$ cat src/design/srr_pkg.sv
package srr_pkg;

	// Default sizes of the receive window, the storage slots and the payload limit
	localparam int WINDOW_DEF      = 16;
	localparam int SLOTS_DEF       = 256;
	localparam int MAX_PAYLOAD_DEF = 1023;

	// Fixed field widths
	localparam int SEQ_W   = 8;
	localparam int LEN_W   = 10;
	localparam int KIND_W  = 2;
	localparam int SPAN_W  = 5;
	localparam int TIMER_W = 32;
	localparam int CFG_IDX_W  = 2;
	localparam int CFG_DATA_W = 32;

	// Configuration register indexes
	localparam logic [CFG_IDX_W-1:0] CFG_ACCEPT_SPAN   = 2'd0;
	localparam logic [CFG_IDX_W-1:0] CFG_CLOSE_CODE    = 2'd1;
	localparam logic [CFG_IDX_W-1:0] CFG_CLOSE_TIMEOUT = 2'd2;

	localparam logic [SPAN_W-1:0]  SPAN_RST    = 5'd16;
	localparam logic [SEQ_W-1:0]   CODE_RST    = 8'd255;
	localparam logic [TIMER_W-1:0] TIMEOUT_RST = 32'd1000;

	// Input commands
	localparam logic CMD_PACKET = 1'b0;
	localparam logic CMD_TICK   = 1'b1;

	// Result kinds
	localparam logic [KIND_W-1:0] KIND_RELEASE   = 2'd0;
	localparam logic [KIND_W-1:0] KIND_ACK       = 2'd1;
	localparam logic [KIND_W-1:0] KIND_CLOSE_ACK = 2'd2;
	localparam logic [KIND_W-1:0] KIND_CLOSED    = 2'd3;

	typedef struct packed {
		logic             command;
		logic [SEQ_W-1:0] seq_number;
		logic [LEN_W-1:0] payload_length;
	} srr_item_t;

	typedef struct packed {
		logic [KIND_W-1:0] kind;
		logic [SEQ_W-1:0]  slot_index;
		logic [LEN_W-1:0]  release_length;
		logic [SEQ_W-1:0]  ack_number;
		logic              last;
	} srr_result_t;

	typedef enum logic [1:0] {
		PH_RECV,
		PH_CLOSING,
		PH_CLOSED
	} phase_t;

	typedef enum logic [1:0] {
		ST_IDLE,
		ST_EVAL,
		ST_READ,
		ST_CHECK
	} state_t;

	// Controller to datapath
	typedef struct packed {
		logic load;
		logic eval;
		logic release_entry;
		logic ack;
	} srr_cmd_t;

	// Datapath to controller
	typedef struct packed {
		logic ev_emit;
		logic ev_release;
		logic rel_ok;
		logic out_free;
	} srr_status_t;

endpackage

$ cat src/design/srr_ctrl.sv
module srr_ctrl (
	input  logic                clk,
	input  logic                arst_n,
	input  logic                item_valid,
	output logic                item_stall,
	input  srr_pkg::srr_status_t status,
	output srr_pkg::srr_cmd_t    cmd
);
	import srr_pkg::*;

	state_t state_q;
	state_t state_d;

	always_ff @(posedge clk or negedge arst_n) begin
		if (!arst_n) begin
			state_q <= ST_IDLE;
		end else begin
			state_q <= state_d;
		end
	end

	always_comb begin
		state_d    = state_q;
		cmd        = '0;
		item_stall = 1'b1;
		case (state_q)
			ST_IDLE: begin
				item_stall = 1'b0;
				if (item_valid) begin
					cmd.load = 1'b1;
					state_d  = ST_EVAL;
				end
			end
			ST_EVAL: begin
				if (status.ev_release) begin
					cmd.eval = 1'b1;
					state_d  = ST_READ;
				end else if (!status.ev_emit || status.out_free) begin
					cmd.eval = 1'b1;
					state_d  = ST_IDLE;
				end
			end
			ST_READ: begin
				// let the entry memory settle after the store
				state_d = ST_CHECK;
			end
			ST_CHECK: begin
				if (status.out_free) begin
					if (status.rel_ok) begin
						cmd.release_entry = 1'b1;
					end else begin
						cmd.ack = 1'b1;
						state_d = ST_IDLE;
					end
				end
			end
			default: begin
				state_d = ST_IDLE;
			end
		endcase
	end

`ifndef ASSERT_OFF
	a_load_to_eval: assert property (@(posedge clk) disable iff (!arst_n)
		cmd.load |=> state_q == ST_EVAL)
		else $error("accepted item did not enter evaluation");

	a_read_to_check: assert property (@(posedge clk) disable iff (!arst_n)
		state_q == ST_READ |=> state_q == ST_CHECK)
		else $error("read cycle not followed by release check");

	a_ack_ends_item: assert property (@(posedge clk) disable iff (!arst_n)
		cmd.ack |=> state_q == ST_IDLE)
		else $error("ack did not end the item");
`endif

endmodule

$ cat src/design/srr_dp.sv
module srr_dp #(
	parameter int WINDOW      = srr_pkg::WINDOW_DEF,
	parameter int SLOTS       = srr_pkg::SLOTS_DEF,
	parameter int MAX_PAYLOAD = srr_pkg::MAX_PAYLOAD_DEF
) (
	input  logic                          clk,
	input  logic                          arst_n,
	input  srr_pkg::srr_item_t            item,
	output logic                          result_valid,
	input  logic                          result_stall,
	output srr_pkg::srr_result_t          result,
	input  logic                          cfg_valid,
	input  logic [srr_pkg::CFG_IDX_W-1:0]  cfg_index,
	input  logic [srr_pkg::CFG_DATA_W-1:0] cfg_data,
	input  srr_pkg::srr_cmd_t             cmd,
	output srr_pkg::srr_status_t          status
);
	import srr_pkg::*;

	localparam int IDX_W  = (WINDOW > 1) ? $clog2(WINDOW) : 1;
	localparam int SLOT_W = (SLOTS > 1) ? $clog2(SLOTS) : 1;
	localparam int SAT_W  = 17;

	typedef struct packed {
		logic [SLOT_W-1:0] slot;
		logic [LEN_W-1:0]  len;
	} entry_t;

	// configuration
	logic [SPAN_W-1:0]  span_q;
	logic [SEQ_W-1:0]   code_q;
	logic [TIMER_W-1:0] timeout_q;

	// connection state
	srr_item_t          in_q;
	logic [WINDOW-1:0]  valid_q;
	entry_t             entry_mem_q [WINDOW];
	entry_t             rd_q;
	logic [IDX_W-1:0]   exp_q;
	logic [SLOT_W-1:0]  next_slot_q;
	phase_t             phase_q;
	logic [TIMER_W-1:0] timer_q;
	logic               out_valid_q;
	srr_result_t        out_q;

	logic               is_close;
	logic               in_window;
	logic [IDX_W-1:0]   seq_ix;
	logic [SEQ_W:0]     seq_dist;
	logic               store;
	logic               store_fire;
	logic [LEN_W-1:0]   sat_len;
	logic [TIMER_W-1:0] timer_inc;
	logic [IDX_W-1:0]   exp_inc;
	logic [IDX_W-1:0]   rd_addr;
	logic               ev_emit;
	logic               ev_release;
	srr_result_t        ev_result;
	phase_t             ev_phase;
	logic               ev_timer_clr;
	logic               ev_timer_inc;
	logic               out_free;

	always_ff @(posedge clk or negedge arst_n) begin
		if (!arst_n) begin
			span_q    <= SPAN_RST;
			code_q    <= CODE_RST;
			timeout_q <= TIMEOUT_RST;
		end else if (cfg_valid) begin
			case (cfg_index)
				CFG_ACCEPT_SPAN:   span_q    <= cfg_data[SPAN_W-1:0];
				CFG_CLOSE_CODE:    code_q    <= cfg_data[SEQ_W-1:0];
				CFG_CLOSE_TIMEOUT: timeout_q <= cfg_data[TIMER_W-1:0];
				default: ;
			endcase
		end
	end

	always_comb begin
		seq_ix    = in_q.seq_number[IDX_W-1:0];
		is_close  = in_q.seq_number == code_q;
		in_window = {1'b0, in_q.seq_number} < (SEQ_W+1)'(WINDOW);
		// distance from the expected sequence, modulo the window
		if (seq_ix >= exp_q) begin
			seq_dist = (SEQ_W+1)'(seq_ix - exp_q);
		end else begin
			seq_dist = (SEQ_W+1)'(WINDOW) + (SEQ_W+1)'(seq_ix) - (SEQ_W+1)'(exp_q);
		end
		store = in_window && (seq_dist < (SEQ_W+1)'(span_q)) && !valid_q[seq_ix];
		if (SAT_W'(in_q.payload_length) > SAT_W'(MAX_PAYLOAD)) begin
			sat_len = LEN_W'(MAX_PAYLOAD);
		end else begin
			sat_len = in_q.payload_length;
		end
		timer_inc = timer_q + TIMER_W'(1);
		exp_inc   = (exp_q == IDX_W'(WINDOW - 1)) ? '0 : exp_q + IDX_W'(1);
	end

	always_comb begin
		ev_emit      = 1'b0;
		ev_release   = 1'b0;
		ev_phase     = phase_q;
		ev_timer_clr = 1'b0;
		ev_timer_inc = 1'b0;
		ev_result    = '0;
		ev_result.last = 1'b1;
		case (phase_q)
			PH_RECV: begin
				if (in_q.command == CMD_PACKET) begin
					if (is_close) begin
						ev_emit              = 1'b1;
						ev_phase             = PH_CLOSING;
						ev_timer_clr         = 1'b1;
						ev_result.kind       = KIND_CLOSE_ACK;
						ev_result.ack_number = code_q;
					end else begin
						ev_release = 1'b1;
					end
				end
			end
			PH_CLOSING: begin
				if (in_q.command == CMD_TICK) begin
					ev_timer_inc = 1'b1;
					if (timer_inc >= timeout_q) begin
						ev_emit        = 1'b1;
						ev_phase       = PH_CLOSED;
						ev_result.kind = KIND_CLOSED;
					end
				end else if (is_close) begin
					ev_emit              = 1'b1;
					ev_timer_clr         = 1'b1;
					ev_result.kind       = KIND_CLOSE_ACK;
					ev_result.ack_number = code_q;
				end
			end
			default: ;
		endcase
	end

	assign store_fire = cmd.eval && ev_release && store;
	assign out_free   = !out_valid_q || !result_stall;

	always_ff @(posedge clk) begin
		if (cmd.load) begin
			in_q <= item;
		end
	end

	// entry memory: one write port at the stored sequence, one read port at expected or next
	assign rd_addr = cmd.release_entry ? exp_inc : exp_q;

	always_ff @(posedge clk) begin
		if (store_fire) begin
			entry_mem_q[seq_ix] <= '{slot: next_slot_q, len: sat_len};
		end
		rd_q <= entry_mem_q[rd_addr];
	end

	always_ff @(posedge clk or negedge arst_n) begin
		if (!arst_n) begin
			valid_q     <= '0;
			exp_q       <= IDX_W'(1);
			next_slot_q <= '0;
			phase_q     <= PH_RECV;
			timer_q     <= '0;
		end else begin
			if (store_fire) begin
				valid_q[seq_ix] <= 1'b1;
				next_slot_q <= (next_slot_q == SLOT_W'(SLOTS - 1)) ? '0
					: next_slot_q + SLOT_W'(1);
			end
			if (cmd.release_entry) begin
				valid_q[exp_q] <= 1'b0;
				exp_q          <= exp_inc;
			end
			if (cmd.eval) begin
				phase_q <= ev_phase;
				if (ev_timer_clr) begin
					timer_q <= '0;
				end else if (ev_timer_inc) begin
					timer_q <= timer_inc;
				end
			end
		end
	end

	// output register
	always_ff @(posedge clk or negedge arst_n) begin
		if (!arst_n) begin
			out_valid_q <= 1'b0;
		end else if ((cmd.eval && ev_emit) || cmd.release_entry || cmd.ack) begin
			out_valid_q <= 1'b1;
		end else if (!result_stall) begin
			out_valid_q <= 1'b0;
		end
	end

	always_ff @(posedge clk) begin
		if (cmd.eval && ev_emit) begin
			out_q <= ev_result;
		end else if (cmd.release_entry) begin
			out_q <= '{kind: KIND_RELEASE, slot_index: SEQ_W'(rd_q.slot),
				release_length: rd_q.len, ack_number: '0, last: 1'b0};
		end else if (cmd.ack) begin
			out_q <= '{kind: KIND_ACK, slot_index: '0, release_length: '0,
				ack_number: SEQ_W'(exp_q), last: 1'b1};
		end
	end

	assign result_valid = out_valid_q;
	assign result       = out_q;

	assign status.ev_emit    = ev_emit;
	assign status.ev_release = ev_release;
	assign status.rel_ok     = valid_q[exp_q] && (rd_q.len != '0);
	assign status.out_free   = out_free;

`ifndef ASSERT_OFF
	a_closed_sticks: assert property (@(posedge clk) disable iff (!arst_n)
		phase_q == PH_CLOSED |=> phase_q == PH_CLOSED)
		else $error("left the closed phase without reset");

	a_exp_moves_on_release: assert property (@(posedge clk) disable iff (!arst_n)
		!cmd.release_entry |=> $stable(exp_q))
		else $error("expected sequence moved without a release");

	a_slot_moves_on_store: assert property (@(posedge clk) disable iff (!arst_n)
		!store_fire |=> $stable(next_slot_q))
		else $error("slot counter moved without a store");

	a_release_has_entry: assert property (@(posedge clk) disable iff (!arst_n)
		cmd.release_entry |=> !valid_q[$past(exp_q)])
		else $error("released entry still marked valid");
`endif

endmodule

$ cat src/design/selective_repeat_receiver.sv
// Receive side of a selective-repeat link. Each item is either a packet header (sequence,
// payload length) or one time tick. An in-window packet is buffered in the window table with
// the next storage slot; then entries are released in order from the expected sequence,
// followed by a cumulative ack carrying the new expected sequence. The close code answers
// with a close ack and starts the closing phase; ticks then count toward the close timeout,
// after which the block reports the connection closed and ignores all further input until
// reset. A tick, a close packet or an ignored input ends after evaluation; a data packet
// goes through a read of the entry memory and a release loop over up to WINDOW entries,
// reading one entry per cycle through the registered read port while the output is free.
// Every result waits in an output register while result_stall is high. Configuration is
// written through cfg_valid/cfg_ready (always ready) and must only be changed while idle.
module selective_repeat_receiver #(
	parameter int WINDOW      = srr_pkg::WINDOW_DEF,
	parameter int SLOTS       = srr_pkg::SLOTS_DEF,
	parameter int MAX_PAYLOAD = srr_pkg::MAX_PAYLOAD_DEF
) (
	input  logic                          clk,
	input  logic                          arst_n,
	input  logic                          item_valid,
	output logic                          item_stall,
	input  srr_pkg::srr_item_t            item,
	output logic                          result_valid,
	input  logic                          result_stall,
	output srr_pkg::srr_result_t          result,
	input  logic                          cfg_valid,
	output logic                          cfg_ready,
	input  logic [srr_pkg::CFG_IDX_W-1:0]  cfg_index,
	input  logic [srr_pkg::CFG_DATA_W-1:0] cfg_data
);
	import srr_pkg::*;

	srr_cmd_t    cmd;
	srr_status_t status;

	assign cfg_ready = 1'b1;

	srr_ctrl u_ctrl (
		.clk        (clk),
		.arst_n     (arst_n),
		.item_valid (item_valid),
		.item_stall (item_stall),
		.status     (status),
		.cmd        (cmd)
	);

	srr_dp #(
		.WINDOW      (WINDOW),
		.SLOTS       (SLOTS),
		.MAX_PAYLOAD (MAX_PAYLOAD)
	) u_dp (
		.clk          (clk),
		.arst_n       (arst_n),
		.item         (item),
		.result_valid (result_valid),
		.result_stall (result_stall),
		.result       (result),
		.cfg_valid    (cfg_valid && cfg_ready),
		.cfg_index    (cfg_index),
		.cfg_data     (cfg_data),
		.cmd          (cmd),
		.status       (status)
	);

endmodule
$ cat config.mk
export PLATFORM = sky130hd
export DESIGN_NAME = selective_repeat_receiver
export DESIGN_NICKNAME = d
export VERILOG_FILES = /design/src/design/srr_pkg.sv /design/src/design/srr_ctrl.sv /design/src/design/srr_dp.sv /design/src/design/selective_repeat_receiver.sv
export SDC_FILE = /design/constraint.sdc
export NUM_CORES = 1
export LEC_CHECK = 0
export ABC_AREA = 1
export ABC_CLOCK_PERIOD_IN_PS = 8350
export BUFFER_PORTS_ARGS = -buffer_cell sky130_fd_sc_hd__buf_2
export CORE_ASPECT_RATIO = 2
export CORE_MARGIN = 1.5
export CORE_UTILIZATION = 50
export CTS_BUF_LIST = sky130_fd_sc_hd__clkbuf_16
export CTS_CLUSTER_DIAMETER = 80
export DETAILED_ROUTE_END_ITERATION = 16
export HOLD_SLACK_MARGIN = 0.06
export MAX_ROUTING_LAYER = met4
export PLACE_DENSITY_LB_ADDON = 0.1
export SLEW_MARGIN = 20
export SYNTH_ARGS = -nofsm -noshare
export SYNTH_HDL_FRONTEND = slang
export SYNTH_SLANG_ARGS = --single-unit
$ cat constraint.sdc
create_clock -name clk -period 8.35 [get_ports clk]
set_clock_uncertainty 0.1 [all_clocks]
set_input_delay 2.505 -clock clk [delete_from_list [all_inputs] [get_ports clk]]
set_output_delay 2.505 -clock clk [all_outputs]
set_load 0.05 [all_outputs]
==> flow_summary.ini <==
[floorplan]
die_area_um2 = 45300
fp.dieW_um = 151
rows = 108
die_height_um = 299
core_um2 = 43400
start_util = 0.506
num_io_pins = 90

[cts]
cts_setup_buffers = 0
hold_buffers = 0
cts_tree = done
cts-resized-gates = 0
htreeDepth = 2
path_clk_slew_ns = 0.07
cts.sinks = 464
root_buffer = clkbuf_16
clock_path_buffers = 3
numCtsBuffers = 42
clk_latency_ns = 0.57

[timing]
finalCritPeriodShare = 0.664
timing.slew.headroom = 0.278
hold_viol = 0
fmax_mhz = 180
fin_crit_ns = 5.54
fin_setup_tns_ns = 0
setup_slack_ns = 2.81
worstMarginPinSlew_ns = 1.08
slew_violations = 0
rsz0062_at_grt = false
setup_viol = 0

[pwr]
p_leak_nw = 10.6
power_density_nw_per_um2 = 278
irDropWorstVdd_v = 0.000226

[critical_path]
crit-reg2reg-launch = u_dp.timer_q[2]$_DFFE_PN0P_
path_class = primary input to register
end_kind = register
cp_max_fo = 91
cp.required_ns = 8.75
critical_path_arrival_ns = 5.94
crit_path_start_kind = primary input
startpoint = result_stall

[synthesis]
synthCells = 2275
ys_seq_elements = 464
synth.most_common_cell = nand2_1
synth_common_cells = nand2_1, inv_1, nand3_1
synth_largest_area_cell = edfxtp_1
netlist.area_leader.share = 0.433
synth-seq-area-share = 0.593
synth.distinct_cells = 49
async_flop_share = 0.237
avgSynthCellArea_um2 = 9.65
synth_edf_count = 317
synth_fp_nets = 2381
netlist_area_um2 = 22000
ys_top_cells_by_area = edfxtp_1, dfrtp_1, nand2_1
yosys_most_used_dff = edfxtp_1
synth_warnings = 0

[drt]
wl_um = 58300
post_drt_wl_per_cell_um = 20.1
drt_iter0_drc = 1026
vias = 15800
via_per_inst = 5.44
drtAntennaViolNets = 0
firstDrtPassIters = 7
drc_errors = 0

[placement]
portBuffers = 88
pre_cts_slack_ns = 2.25
gp_congestion = 0.938
hpwl_um = 37000
place_area_um2 = 22700
placedCellCount = 2832

[global_routing]
grt_max_degree = 92
grt_pass1_wl_um = 89500
gr-total-overflow = 0
antenna_found_initial = 0
grt_pass1_vias = 16000
grt_usage = 0.273

[final_layout]
drive_gt1_frac = 0.0958
final_cell_area_um2 = 24100
multiInputGateArea_um2 = 6990
regArea_um2 = 13000
area_delta_synth_final_pct = 9.61
nets = 2432
final_core_utilization = 0.555
fillerInstances = 3820
fin_cells = 2908
antenna_cells = 0

[run]
maxCapViolCount = 0

[min_path]
hp-start = u_dp.span_q[1]$_DFFE_PN0P_
holdCritPathClass = register to register

[status]
status = finished, final reports clean
## registers in the layout (all words and copies together), names as in the netlist, named ones only
| signal | flops |
|---|---|
| u_dp.code_q | 8 |
| u_dp.next_slot_q | 8 |
| u_dp.timer_q | 32 |
| u_dp.rd_q | 18 |
| u_dp.result | 29 |
| u_dp.sat_len | 10 |
| u_dp.span_q | 5 |
| u_dp.phase_q | 2 |
| u_dp.timeout_q | 32 |
| u_dp.valid_q | 16 |
| u_dp.exp_q | 4 |
| u_dp.entry_mem_q | 288 |
| u_dp.in_q | 9 |
| u_dp.result_valid | 1 |
| u_ctrl.state_q | 1 |
## layout make-up
class                      instances  area share
sequential                       464       0.541
multi-input combinational       1328       0.290
inverter                         379      0.0591
clock buffer                      43      0.0447
tap                              550      0.0286
timing repair buffer             111      0.0256
clock inverter                    33      0.0101
## routing by layer
metal  vias up  global-route usage  share of wire
met5         -                   -              0
met4         0               0.117          0.044
met3       146              0.0335          0.048
met2       453               0.494           0.54
met1      7608               0.294           0.36
li1       7600                   -              -
## stage by stage
step           hold slack [ns]  total power [mW]
2_1_floorplan            0.323              4.31
3_3_place_gp             0.368              4.80
3_5_place_dp             0.373              4.83
5_1_grt                  0.412              7.03
6_report                 0.389              6.69
4_1_cts                  0.390              6.73
## power breakdown
part / internal, mW / switching, mW / total (mW)
logic: 0.570 / 1.37 / 1.94
clock network: 1.03 / 0.867 / 1.90
registers: 2.67 / 0.179 / 2.85
total: 4.27 / 2.42 / 6.69
## cell usage in the layout (no fill, tap or decap), types with 3 or more instances in the layout
cell        count
a31oi_1         3
o221ai_1        3
o21ai_0        77
dfrtp_1        94
o31ai_1         6
clkinv_2        9
nor2_1         98
a21oi_1        60
nor2_4          4
nand3b_1      108
nor2_2          6
clkinv_1       12
nor3_1         25
buf_4          24
xor2_1         28
ha_1           47
edfxtp_1      317
inv_1         369
nand4_1        19
nand2_4         4
clkinvlp_4      4
a22oi_1         4
dfstp_2        16
inv_2          12
o21ai_1         3
xnor2_1        15
nor4_1          6
dfxtp_1        37
clkbuf_16      43
a22o_1          7
nand3_1       328
buf_2          87
nand2_1       455
bufinv_16       3
## cells by family (layout without fill, tap and decap cells)
kind of cell	after synthesis	count (layout)	share of synthesized area
buf+inv	483	566	0.0913
other cells	1	1	0.000171
xor+xnor	43	43	0.0172
simple gates	1064	1064	0.227
fa+ha+maj	48	48	0.0277
flops	464	464	0.593
compound gates	172	172	0.0434
## worst max-delay path: stages
cell     delay, ns
buf_2         0.10
nand2_1       0.14
inv_1         0.11
nor3_2        0.35
nand3_4       0.26
nand2_4       0.59
nand2_4       0.73
buf_4         0.57
nand2_1       0.13
nand3_1       0.07
nand3_1       0.11
nand3_1       0.10
nand2_1       0.10
## path summary, 6_finish.rpt
| kind | slack (ns) | cells after the start | endpoint |
|---|---|---|---|
| min in group asynchronous | 1.85 | 1 | u_dp.timeout_q[20]$_DFFE_PN0P_ |
| max in group asynchronous | 4.95 | 2 | u_dp.valid_q[0]$_DFF_PN0_ |
| worst max-delay path | 2.81 | 13 | u_dp.rd_q[15]$_DFF_P_ |
| worst min register to register | 0.39 | 2 | u_dp.span_q[1]$_DFFE_PN0P_ |
| worst max register to register | 3.13 | 19 | u_dp.result[4]$_DFFE_PP_ |
| worst min-delay path | 0.39 | 2 | u_dp.span_q[1]$_DFFE_PN0P_ |
Note: power is estimated with default switching activity, not from simulation.
